==> src/rtl/package_block_address_translate_assert.svh <==
// ----------------------------------------------------------------------------
// Assertion macros for the package block address translator
// Shared property forms for the concurrent checks in the RTL.
// ----------------------------------------------------------------------------
`ifndef PACKAGE_BLOCK_ADDRESS_TRANSLATE_ASSERT_SVH
`define PACKAGE_BLOCK_ADDRESS_TRANSLATE_ASSERT_SVH

// Same-cycle implication, disabled while reset is asserted
`define PBAT_ASSERT_IMPLY(label, clk, rst_n, ante, cons, msg) \
	label: assert property (@(posedge clk) disable iff (!rst_n) (ante) |-> (cons)) \
		else $error(msg);

// Next-cycle implication, disabled while reset is asserted
`define PBAT_ASSERT_NEXT(label, clk, rst_n, ante, cons, msg) \
	label: assert property (@(posedge clk) disable iff (!rst_n) (ante) |=> (cons)) \
		else $error(msg);

`endif

==> src/rtl/pbat_pkg.sv <==
// ----------------------------------------------------------------------------
// pbat_pkg
// Widths, constants and shared types of the package block address translator.
// ----------------------------------------------------------------------------
package pbat_pkg;

	// Field widths
	localparam int BLK_W   = 24;
	localparam int PHYS_W  = 25;
	localparam int OFFS_W  = 32;
	localparam int HDR_W   = 20;
	localparam int CNT_W   = 16;
	localparam int DATA_W  = 32;
	localparam int ADDR_W  = 5;
	localparam int REG_IDX_W = ADDR_W - 2;

	// Default block size
	localparam int BLOCK_BYTES_LOG2_DEF = 12;

	// Header alignment (4 KiB) and the header end that forces the doubled terms
	localparam int HDR_ALIGN_LOG2 = 12;
	localparam int HEND_W         = HDR_W + 1;
	localparam int SPECIAL_END    = 32'hB000;
	localparam int PHYS_MAX       = 32'h7F_FFFF;

	// Hash table level spans
	localparam int unsigned LEVEL1 = 32'hAA;
	localparam int unsigned LEVEL2 = LEVEL1 * LEVEL1;
	localparam int unsigned LEVEL3 = LEVEL2 * LEVEL1;

	// Reciprocal constants: q = (blk * M) >> S is exact for blk < 2^BLK_W
	// when S = BLK_W + clog2(d) and M = ceil(2^S / d).
	localparam int RECIP_W = 25;
	localparam int PROD_W  = BLK_W + RECIP_W;
	localparam int RSH1 = BLK_W + $clog2(LEVEL1);
	localparam int RSH2 = BLK_W + $clog2(LEVEL2);
	localparam int RSH3 = BLK_W + $clog2(LEVEL3);
	localparam logic [63:0] RECIP1_FULL =
		((64'd1 << RSH1) + 64'(LEVEL1) - 64'd1) / 64'(LEVEL1);
	localparam logic [63:0] RECIP2_FULL =
		((64'd1 << RSH2) + 64'(LEVEL2) - 64'd1) / 64'(LEVEL2);
	localparam logic [63:0] RECIP3_FULL =
		((64'd1 << RSH3) + 64'(LEVEL3) - 64'd1) / 64'(LEVEL3);
	localparam logic [RECIP_W-1:0] RECIP1 = RECIP1_FULL[RECIP_W-1:0];
	localparam logic [RECIP_W-1:0] RECIP2 = RECIP2_FULL[RECIP_W-1:0];
	localparam logic [RECIP_W-1:0] RECIP3 = RECIP3_FULL[RECIP_W-1:0];

	// Level term width: largest term is 2 * (blk/170 + 1)
	localparam int TERM_W = 18;

	// Register indexes
	localparam logic [REG_IDX_W-1:0] REG_HEADER_LENGTH     = 3'd0;
	localparam logic [REG_IDX_W-1:0] REG_CONSOLE_SIGNED    = 3'd1;
	localparam logic [REG_IDX_W-1:0] REG_SEPARATION_BIT    = 3'd2;
	localparam logic [REG_IDX_W-1:0] REG_TABLE_BLOCK_RAW   = 3'd3;
	localparam logic [REG_IDX_W-1:0] REG_TABLE_BLOCK_COUNT = 3'd4;

	// Settings as seen by the datapath
	typedef struct packed {
		logic [HEND_W-1:0] header_end;
		logic              term_double;
		logic [BLK_W-1:0]  table_block_raw;
		logic [CNT_W-1:0]  table_block_count;
	} cfg_t;

	// Level quotients
	typedef struct packed {
		logic [TERM_W-1:0] q1;
		logic [TERM_W-1:0] q2;
		logic [TERM_W-1:0] q3;
	} quot_t;

endpackage

==> src/rtl/pbat_regs.sv <==
// ----------------------------------------------------------------------------
// pbat_regs
// Configuration register file on the APB-style port, plus the derived
// header end and term doubling decision.
// ----------------------------------------------------------------------------
module pbat_regs
	import pbat_pkg::*;
(
	input  logic              clk,
	input  logic              arst_n,
	input  logic              psel,
	input  logic              penable,
	input  logic              pwrite,
	input  logic [ADDR_W-1:0] paddr,
	input  logic [DATA_W-1:0] pwdata,
	output logic [DATA_W-1:0] prdata,
	output cfg_t              cfg
);

	logic [HDR_W-1:0] header_length_q;
	logic             console_signed_q;
	logic             separation_bit_q;
	logic [BLK_W-1:0] table_block_raw_q;
	logic [CNT_W-1:0] table_block_count_q;

	logic [REG_IDX_W-1:0]          reg_idx;
	logic                          wr_en;
	logic [HDR_W-HDR_ALIGN_LOG2:0] hdr_pages;
	logic [HEND_W-1:0]             header_end;
	logic                          shift_one;

	assign reg_idx = paddr[ADDR_W-1:2];
	assign wr_en   = psel && penable && pwrite;

	// Register writes
	always_ff @(posedge clk or negedge arst_n) begin
		if (!arst_n) begin
			header_length_q     <= '0;
			console_signed_q    <= 1'b0;
			separation_bit_q    <= 1'b0;
			table_block_raw_q   <= '0;
			table_block_count_q <= '0;
		end else if (wr_en) begin
			unique case (reg_idx)
				REG_HEADER_LENGTH:     header_length_q     <= pwdata[HDR_W-1:0];
				REG_CONSOLE_SIGNED:    console_signed_q    <= pwdata[0];
				REG_SEPARATION_BIT:    separation_bit_q    <= pwdata[0];
				REG_TABLE_BLOCK_RAW:   table_block_raw_q   <= pwdata[BLK_W-1:0];
				REG_TABLE_BLOCK_COUNT: table_block_count_q <= pwdata[CNT_W-1:0];
				default: ;
			endcase
		end
	end

	// Read mux
	always_comb begin
		unique case (reg_idx)
			REG_HEADER_LENGTH:     prdata = DATA_W'(header_length_q);
			REG_CONSOLE_SIGNED:    prdata = DATA_W'(console_signed_q);
			REG_SEPARATION_BIT:    prdata = DATA_W'(separation_bit_q);
			REG_TABLE_BLOCK_RAW:   prdata = DATA_W'(table_block_raw_q);
			REG_TABLE_BLOCK_COUNT: prdata = DATA_W'(table_block_count_q);
			default:               prdata = '0;
		endcase
	end

	// Header end rounded up to the 4 KiB boundary
	assign hdr_pages = {1'b0, header_length_q[HDR_W-1:HDR_ALIGN_LOG2]}
		+ (HDR_W-HDR_ALIGN_LOG2+1)'(|header_length_q[HDR_ALIGN_LOG2-1:0]);
	assign header_end = {hdr_pages, {HDR_ALIGN_LOG2{1'b0}}};

	// Shift is one at the special header end, else chosen by the separation bit
	assign shift_one = (header_end == HEND_W'(SPECIAL_END)) || !separation_bit_q;

	assign cfg.header_end        = header_end;
	assign cfg.term_double       = console_signed_q && shift_one;
	assign cfg.table_block_raw   = table_block_raw_q;
	assign cfg.table_block_count = table_block_count_q;

endmodule

==> src/rtl/pbat_quot.sv <==
// ----------------------------------------------------------------------------
// pbat_quot
// Divides the block number by the three level spans with reciprocal
// multipliers; exact over the whole 24-bit range.
// ----------------------------------------------------------------------------
module pbat_quot
	import pbat_pkg::*;
(
	input  logic [BLK_W-1:0] blk,
	output quot_t            quot
);

	logic [PROD_W-1:0] prod1;
	logic [PROD_W-1:0] prod2;
	logic [PROD_W-1:0] prod3;

	// Three independent multiplies by the reciprocals
	assign prod1 = PROD_W'(blk) * PROD_W'(RECIP1);
	assign prod2 = PROD_W'(blk) * PROD_W'(RECIP2);
	assign prod3 = PROD_W'(blk) * PROD_W'(RECIP3);

	// Drop the fraction
	assign quot.q1 = TERM_W'(prod1 >> RSH1);
	assign quot.q2 = TERM_W'(prod2 >> RSH2);
	assign quot.q3 = TERM_W'(prod3 >> RSH3);

endmodule

==> src/rtl/package_block_address_translate.sv <==
// ----------------------------------------------------------------------------
// package_block_address_translate
// Logical block number to physical block number and package byte offset,
// skipping the hash table blocks of three levels and the file table blocks.
// ----------------------------------------------------------------------------
//
//  channel  | handshake          | payload
//  ---------+--------------------+---------------------------------------------
//  in       | in_valid/in_stall  | command, logical_block
//  out      | out_valid/out_stall| physical_block, byte_offset, out_of_range
//  config   | psel/penable/pready| paddr, pwrite, pwdata, prdata
//
//  One request per clock when the output is not stalled; out_valid rises once
//  the request has passed one register per step: input register, reciprocal
//  multiply, level sum, file table adjust, offset compute. The reciprocal
//  multipliers and the level sum adder set the stage timing.
//  Each stage holds when the next one is full and stalled; empty stages
//  fill, so in_stall rises only when every stage holds a request.
//  Reset clears all valid bits and the configuration registers.
// ----------------------------------------------------------------------------
module package_block_address_translate
	import pbat_pkg::*;
#(
	parameter int BLOCK_BYTES_LOG2 = BLOCK_BYTES_LOG2_DEF
) (
	input  logic              clk,
	input  logic              arst_n,
	// Configuration port
	input  logic              psel,
	input  logic              penable,
	input  logic              pwrite,
	input  logic [ADDR_W-1:0] paddr,
	input  logic [DATA_W-1:0] pwdata,
	output logic [DATA_W-1:0] prdata,
	output logic              pready,
	// Input channel
	input  logic              in_valid,
	output logic              in_stall,
	input  logic              command,
	input  logic [BLK_W-1:0]  logical_block,
	// Output channel
	output logic              out_valid,
	input  logic              out_stall,
	output logic [PHYS_W-1:0] physical_block,
	output logic [OFFS_W-1:0] byte_offset,
	output logic              out_of_range
);

	`include "package_block_address_translate_assert.svh"

	cfg_t  cfg;
	quot_t quot;

	// Stage valids and advance enables
	logic v_s1, v_s2, v_s3, v_s4, v_s5;
	logic rdy_s1, rdy_s2, rdy_s3, rdy_s4, rdy_s5;

	// Stage payloads
	logic              cmd_s1, cmd_s2, cmd_s3;
	logic [BLK_W-1:0]  blk_s1, blk_s2;
	quot_t             quot_s2;
	logic [PHYS_W-1:0] sum_s3;
	logic [PHYS_W-1:0] phys_s4;
	logic [PHYS_W-1:0] phys_s5;
	logic [OFFS_W-1:0] offs_s5;
	logic              oor_s5;

	// Combinational stage results
	logic [TERM_W-1:0] t1, t2, t3;
	logic [PHYS_W-1:0] sum_d;
	logic              table_hit;
	logic [PHYS_W-1:0] phys_d;
	logic              oor_d;
	logic [OFFS_W-1:0] offs_d;

	pbat_regs u_regs (
		.clk     (clk),
		.arst_n  (arst_n),
		.psel    (psel),
		.penable (penable),
		.pwrite  (pwrite),
		.paddr   (paddr),
		.pwdata  (pwdata),
		.prdata  (prdata),
		.cfg     (cfg)
	);

	assign pready = 1'b1;

	// Pipeline flow control: a stage loads when empty or when it moves on
	assign rdy_s5   = !v_s5 || !out_stall;
	assign rdy_s4   = !v_s4 || rdy_s5;
	assign rdy_s3   = !v_s3 || rdy_s4;
	assign rdy_s2   = !v_s2 || rdy_s3;
	assign rdy_s1   = !v_s1 || rdy_s2;
	assign in_stall = !rdy_s1;

	always_ff @(posedge clk or negedge arst_n) begin
		if (!arst_n) begin
			v_s1 <= 1'b0;
			v_s2 <= 1'b0;
			v_s3 <= 1'b0;
			v_s4 <= 1'b0;
			v_s5 <= 1'b0;
		end else begin
			if (rdy_s1) v_s1 <= in_valid;
			if (rdy_s2) v_s2 <= v_s1;
			if (rdy_s3) v_s3 <= v_s2;
			if (rdy_s4) v_s4 <= v_s3;
			if (rdy_s5) v_s5 <= v_s4;
		end
	end

	// Stage 1: input register
	always_ff @(posedge clk) begin
		if (rdy_s1) begin
			cmd_s1 <= command;
			blk_s1 <= logical_block;
		end
	end

	// Stage 2: level quotients
	pbat_quot u_quot (
		.blk  (blk_s1),
		.quot (quot)
	);

	always_ff @(posedge clk) begin
		if (rdy_s2) begin
			cmd_s2  <= cmd_s1;
			blk_s2  <= blk_s1;
			quot_s2 <= quot;
		end
	end

	// Stage 3: level terms and their sum
	always_comb begin
		t1 = (quot_s2.q1 + TERM_W'(1)) << cfg.term_double;
		t2 = (blk_s2 > BLK_W'(LEVEL1)) ? (quot_s2.q2 + TERM_W'(1)) << cfg.term_double : '0;
		t3 = (blk_s2 > BLK_W'(LEVEL2)) ? (quot_s2.q3 + TERM_W'(1)) << cfg.term_double : '0;
		sum_d = PHYS_W'(blk_s2) + PHYS_W'(t1) + PHYS_W'(t2) + PHYS_W'(t3);
	end

	always_ff @(posedge clk) begin
		if (rdy_s3) begin
			cmd_s3 <= cmd_s2;
			sum_s3 <= sum_d;
		end
	end

	// Stage 4: file table skip on a file start request
	assign table_hit = cmd_s3 && (sum_s3 == PHYS_W'(cfg.table_block_raw));
	assign phys_d    = table_hit ? sum_s3 + PHYS_W'(cfg.table_block_count) : sum_s3;

	always_ff @(posedge clk) begin
		if (rdy_s4) begin
			phys_s4 <= phys_d;
		end
	end

	// Stage 5: range check and byte offset
	assign oor_d  = phys_s4 > PHYS_W'(PHYS_MAX);
	assign offs_d = oor_d ? '1
		: OFFS_W'(cfg.header_end) + (OFFS_W'(phys_s4) << BLOCK_BYTES_LOG2);

	always_ff @(posedge clk) begin
		if (rdy_s5) begin
			phys_s5 <= phys_s4;
			offs_s5 <= offs_d;
			oor_s5  <= oor_d;
		end
	end

	assign out_valid      = v_s5;
	assign physical_block = phys_s5;
	assign byte_offset    = offs_s5;
	assign out_of_range   = oor_s5;

	// Checks
	`PBAT_ASSERT_IMPLY(a_oor_offset, clk, arst_n, out_valid && out_of_range, &byte_offset, "out of range result without all-ones offset")
	`PBAT_ASSERT_IMPLY(a_empty_no_stall, clk, arst_n, !out_valid, !in_stall, "input stalled while result register is empty")
	`PBAT_ASSERT_NEXT(a_accept_loads, clk, arst_n, in_valid && !in_stall, v_s1, "accepted request not captured in input register")

endmodule

==> config.mk <==
export PLATFORM = sky130hd
export DESIGN_NAME = package_block_address_translate
export DESIGN_NICKNAME = d
export VERILOG_FILES = /design/src/rtl/pbat_pkg.sv /design/src/rtl/pbat_regs.sv /design/src/rtl/pbat_quot.sv /design/src/rtl/package_block_address_translate.sv
export VERILOG_INCLUDE_DIRS = /design/src /design/src/rtl
export SDC_FILE = /design/constraint.sdc
export NUM_CORES = 2
export LEC_CHECK = 0
export ABC_AREA = 1
export BUFFER_PORTS_ARGS = -buffer_cell sky130_fd_sc_hd__buf_2
export CAP_MARGIN = 20
export CELL_PAD_IN_SITES_DETAIL_PLACEMENT = 0
export CELL_PAD_IN_SITES_GLOBAL_PLACEMENT = 2
export CORE_MARGIN = 3
export CORE_UTILIZATION = 41
export DETAILED_ROUTE_END_ITERATION = 7
export GPL_TIMING_DRIVEN = 1
export PLACE_DENSITY_LB_ADDON = 0.12
export SLEW_MARGIN = 20
export SYNTH_ARGS = -nofsm -noshare
export SYNTH_HDL_FRONTEND = slang
export SYNTH_SLANG_ARGS = --single-unit
==> constraint.sdc <==
create_clock -name clk -period 8.14 [get_ports clk]
set_clock_uncertainty 0.15 [all_clocks]
set_input_delay 0.407 -clock clk [delete_from_list [all_inputs] [get_ports clk]]
set_output_delay 0.407 -clock clk [all_outputs]
set_load 0.01 [all_outputs]
==> impl_metrics.tcl <==
set metrics [dict create \
    status "finished, final reports clean" \
    synth-seq-cells 244 \
    synth_edf_count 177 \
    hold_ws_ns 0.0351 \
    globalRouteOverflowTotal 0 \
    row_count 108 \
    grt_pass1_vias 29200 \
    period_needed_ns 6.86 \
    async_flop_share 0.275 \
    clk_pin_slew_ns 0.07 \
    avgSynthCellArea_um2 8.82 \
    tritoncts "done" \
    core_mm2 0.0874 \
    ant_nets 0 \
    slew_viol_final 0 \
    crit_path_max_fanout 6 \
    multi_input_area_mm2 0.0258 \
    yosysSeqAreaShare 0.192 \
    drt-wirelength-per-cell_um 21.6 \
    arrival_ns 7.05 \
    drtIter0Drc 1725 \
    drv_cap 0 \
    cts_max_level 1 \
    clock.fmax_mhz 146 \
    num_vias 28100 \
    die_x_um 304 \
    clock_sinks 244 \
    rsz0062_at_grt "false" \
    synth.distinct_cells 54 \
    regArea_mm2 0.00699 \
    grt_start_max_net_pins 68 \
    grtUsageTotal 0.260 \
    post-route-period-util 0.843 \
    hold_viol_final 0 \
    globalplace.congestion 0.973 \
    yosysWarnings 0 \
    synth.cell_area_mm2 0.0364 \
    design.die.area_mm2 0.0924 \
    ctsHoldBuffers 51 \
    syn2layout_area_growth_pct 10.2 \
    fill_cells 8809 \
    hpwl_mm 104 \
    synthCells 4125 \
    setup_viol 0 \
    path_class "reg2reg" \
    ys.flop_type "edfxtp_1" \
    ctsResizeCount 0 \
    endpoint_kind "flip-flop" \
    cts_buffers 30 \
    postCtsSetupBuffers 0 \
    hold_path_class "in2reg" \
    viasPerCell 5.08 \
    finalSetupTns_ns 0 \
    first_pass_iters 5 \
    drive_gt1_frac 0.0676 \
    io_pins 162 \
    wl_mm 120 \
    required_ns 8.33 \
    grt_pass1_wl_mm 182 \
    initial_core_util 0.416 \
    drc 0 \
    tightest_slew_ns 1.03 \
    cts-root-buf "clkbuf_16" \
    crit_path_start_kind "flip-flop" \
    nets 5533 \
    clk_latency_ns 0.60 \
    io_buffers 142 \
    antenna_found_initial 3 \
    die_h_um 304 \
    clk_path_buf_depth 3 \
    maxSlewHeadroom 0.316 \
]
## metal layers
| metal | GRT usage | wire [um] | part of all wire | vias up |
|---|---|---|---|---|
| met5 | 0 | 15 | 0.00013 | - |
| met4 | 0.0713 | 3950 | 0.033 | 2 |
| met3 | 0.0329 | 6040 | 0.050 | 137 |
| met2 | 0.436 | 55700 | 0.47 | 687 |
| met1 | 0.355 | 54000 | 0.45 | 13600 |
| li1 | - | - | - | 13700 |
## registers in the layout, summed over array words and instances, names as in the netlist, 16 cells and up
| name | cells |
|---|---|
| sum_s3 | 25 |
| u_regs.table_block_raw_q | 24 |
| blk_s1 | 24 |
| phys_s4 | 25 |
| u_regs.header_length_q | 20 |
| physical_block | 25 |
| u_regs.table_block_count_q | 16 |
| blk_s2 | 24 |
| byte_offset | 21 |
| quot_s2 | 29 |
## path summary, 6_finish.rpt
check,start,cells past startpoint,slack [ns],endpoint
max in group asynchronous,arst_n,2,6.87,v_s3
min reg2reg,cmd_s1,0,0.28,cmd_s2
min in group asynchronous,arst_n,2,0.32,u_regs.console_signed_q
max,blk_s1[10],19,1.28,quot_s2[20]
min,paddr[3],3,0.04,u_regs.console_signed_q
max reg2reg,blk_s1[10],19,1.28,quot_s2[20]
## cells in the mapped netlist, types with 15 or more instances
master | count | share of area
inv_1 | 879 | 0.091
nand2_1 | 719 | 0.074
ha_1 | 694 | 0.24
fa_1 | 416 | 0.23
nor2_1 | 266 | 0.027
a21oi_1 | 183 | 0.025
o21ai_0 | 181 | 0.025
edfxtp_1 | 177 | 0.15
nand3_1 | 127 | 0.017
dfrtp_1 | 67 | 0.046
nand4_1 | 60 | 0.010
xor2_1 | 53 | 0.013
nor3_1 | 42 | 0.0058
a21o_1 | 27 | 0.0056
xnor2_1 | 24 | 0.0058
buf_4 | 22 | 0.0045
clkbuf_1 | 20 | 0.0021
or2_2 | 18 | 0.0031
o21bai_1 | 17 | 0.0035
nor4_1 | 15 | 0.0026
## cell families after synthesis
kind of cell               Yosys count  synth area share
AOI/OAI and AO/OA                  473            0.0720
xor gates and xnor gates            77            0.0185
adders and majority gates         1110             0.468
buffers and inverters              935             0.101
DFF                                244             0.192
other                                2          0.000206
and+or+nand+nor                   1284             0.149
## cells in the final DEF, fill, tap and decap left out, types with 3 or more instances in the layout
master | netlist | layout
nand2_2 | 5 | 6
o211ai_1 | 14 | 14
conb_1 | 2 | 9
inv_1 | 879 | 878
nand3b_1 | 7 | 7
o21ai_1 | 7 | 7
nand4_1 | 60 | 60
clkinv_1 | 3 | 8
buf_2 | 3 | 141
a21oi_1 | 183 | 183
ha_1 | 694 | 694
nor3_1 | 42 | 42
buf_4 | 22 | 48
o21bai_1 | 17 | 17
clkbuf_1 | 20 | 3
o21a_1 | 5 | 5
o21ai_0 | 181 | 181
clkinv_2 | 0 | 10
xnor2_1 | 24 | 24
a21boi_0 | 5 | 5
nand3_1 | 127 | 127
a31oi_1 | 12 | 12
fa_1 | 416 | 416
or2_2 | 18 | 18
nor2_2 | 10 | 10
inv_2 | 2 | 3
xor2_1 | 53 | 53
nor3_2 | 5 | 5
bufinv_16 | 0 | 3
dfrtp_1 | 67 | 67
clkbuf_16 | 0 | 30
nor4_1 | 15 | 15
a21o_1 | 27 | 27
dlygate4sd3_1 | 0 | 51
o22ai_1 | 6 | 6
o21ai_2 | 8 | 8
nor2_1 | 266 | 266
nand3_2 | 3 | 3
edfxtp_1 | 177 | 177
nand2_1 | 719 | 718
## critical path: stages, from the launching register on
cell and delay, ns:
edfxtp_1 0.66, ha_1 0.87, inv_1 0.12, fa_1 0.50
inv_1 0.10, fa_1 0.52, inv_1 0.05, fa_1 0.49
fa_1 0.58, inv_1 0.06, fa_1 0.50, fa_1 0.50
ha_1 0.33, nand2_1 0.13, nor2_1 0.19, nand3_1 0.14
or2_2 0.32, a21o_1 0.19, nand4_1 0.07, nand2_1 0.10
## through the flow
step	util	area (um2)	setup slack, ns	std cells
after global routing	0.459	40100	1.06	5533
after CTS	0.459	40100	1.26	5533
after floorplan	-	36400	2.17	4132
final	0.459	40100	1.28	5534
after detailed placement	0.441	38600	1.29	5426
after global placement	0.441	38600	1.30	5426
## layout make-up
cell class,instances,share of cell area
Multi-Input combinational cell,2953,0.643
Tap cell,1155,0.0360
Sequential cell,244,0.174
Clock buffer,33,0.0190
Clock inverter,23,0.00556
Timing Repair Buffer,240,0.0393
Inverter,885,0.0830
Antenna cell,1,0.0000624
Power is left out: the tool's default activity adds up to more than one toggle a clock period on the data nets, which glitch-free logic cannot reach.
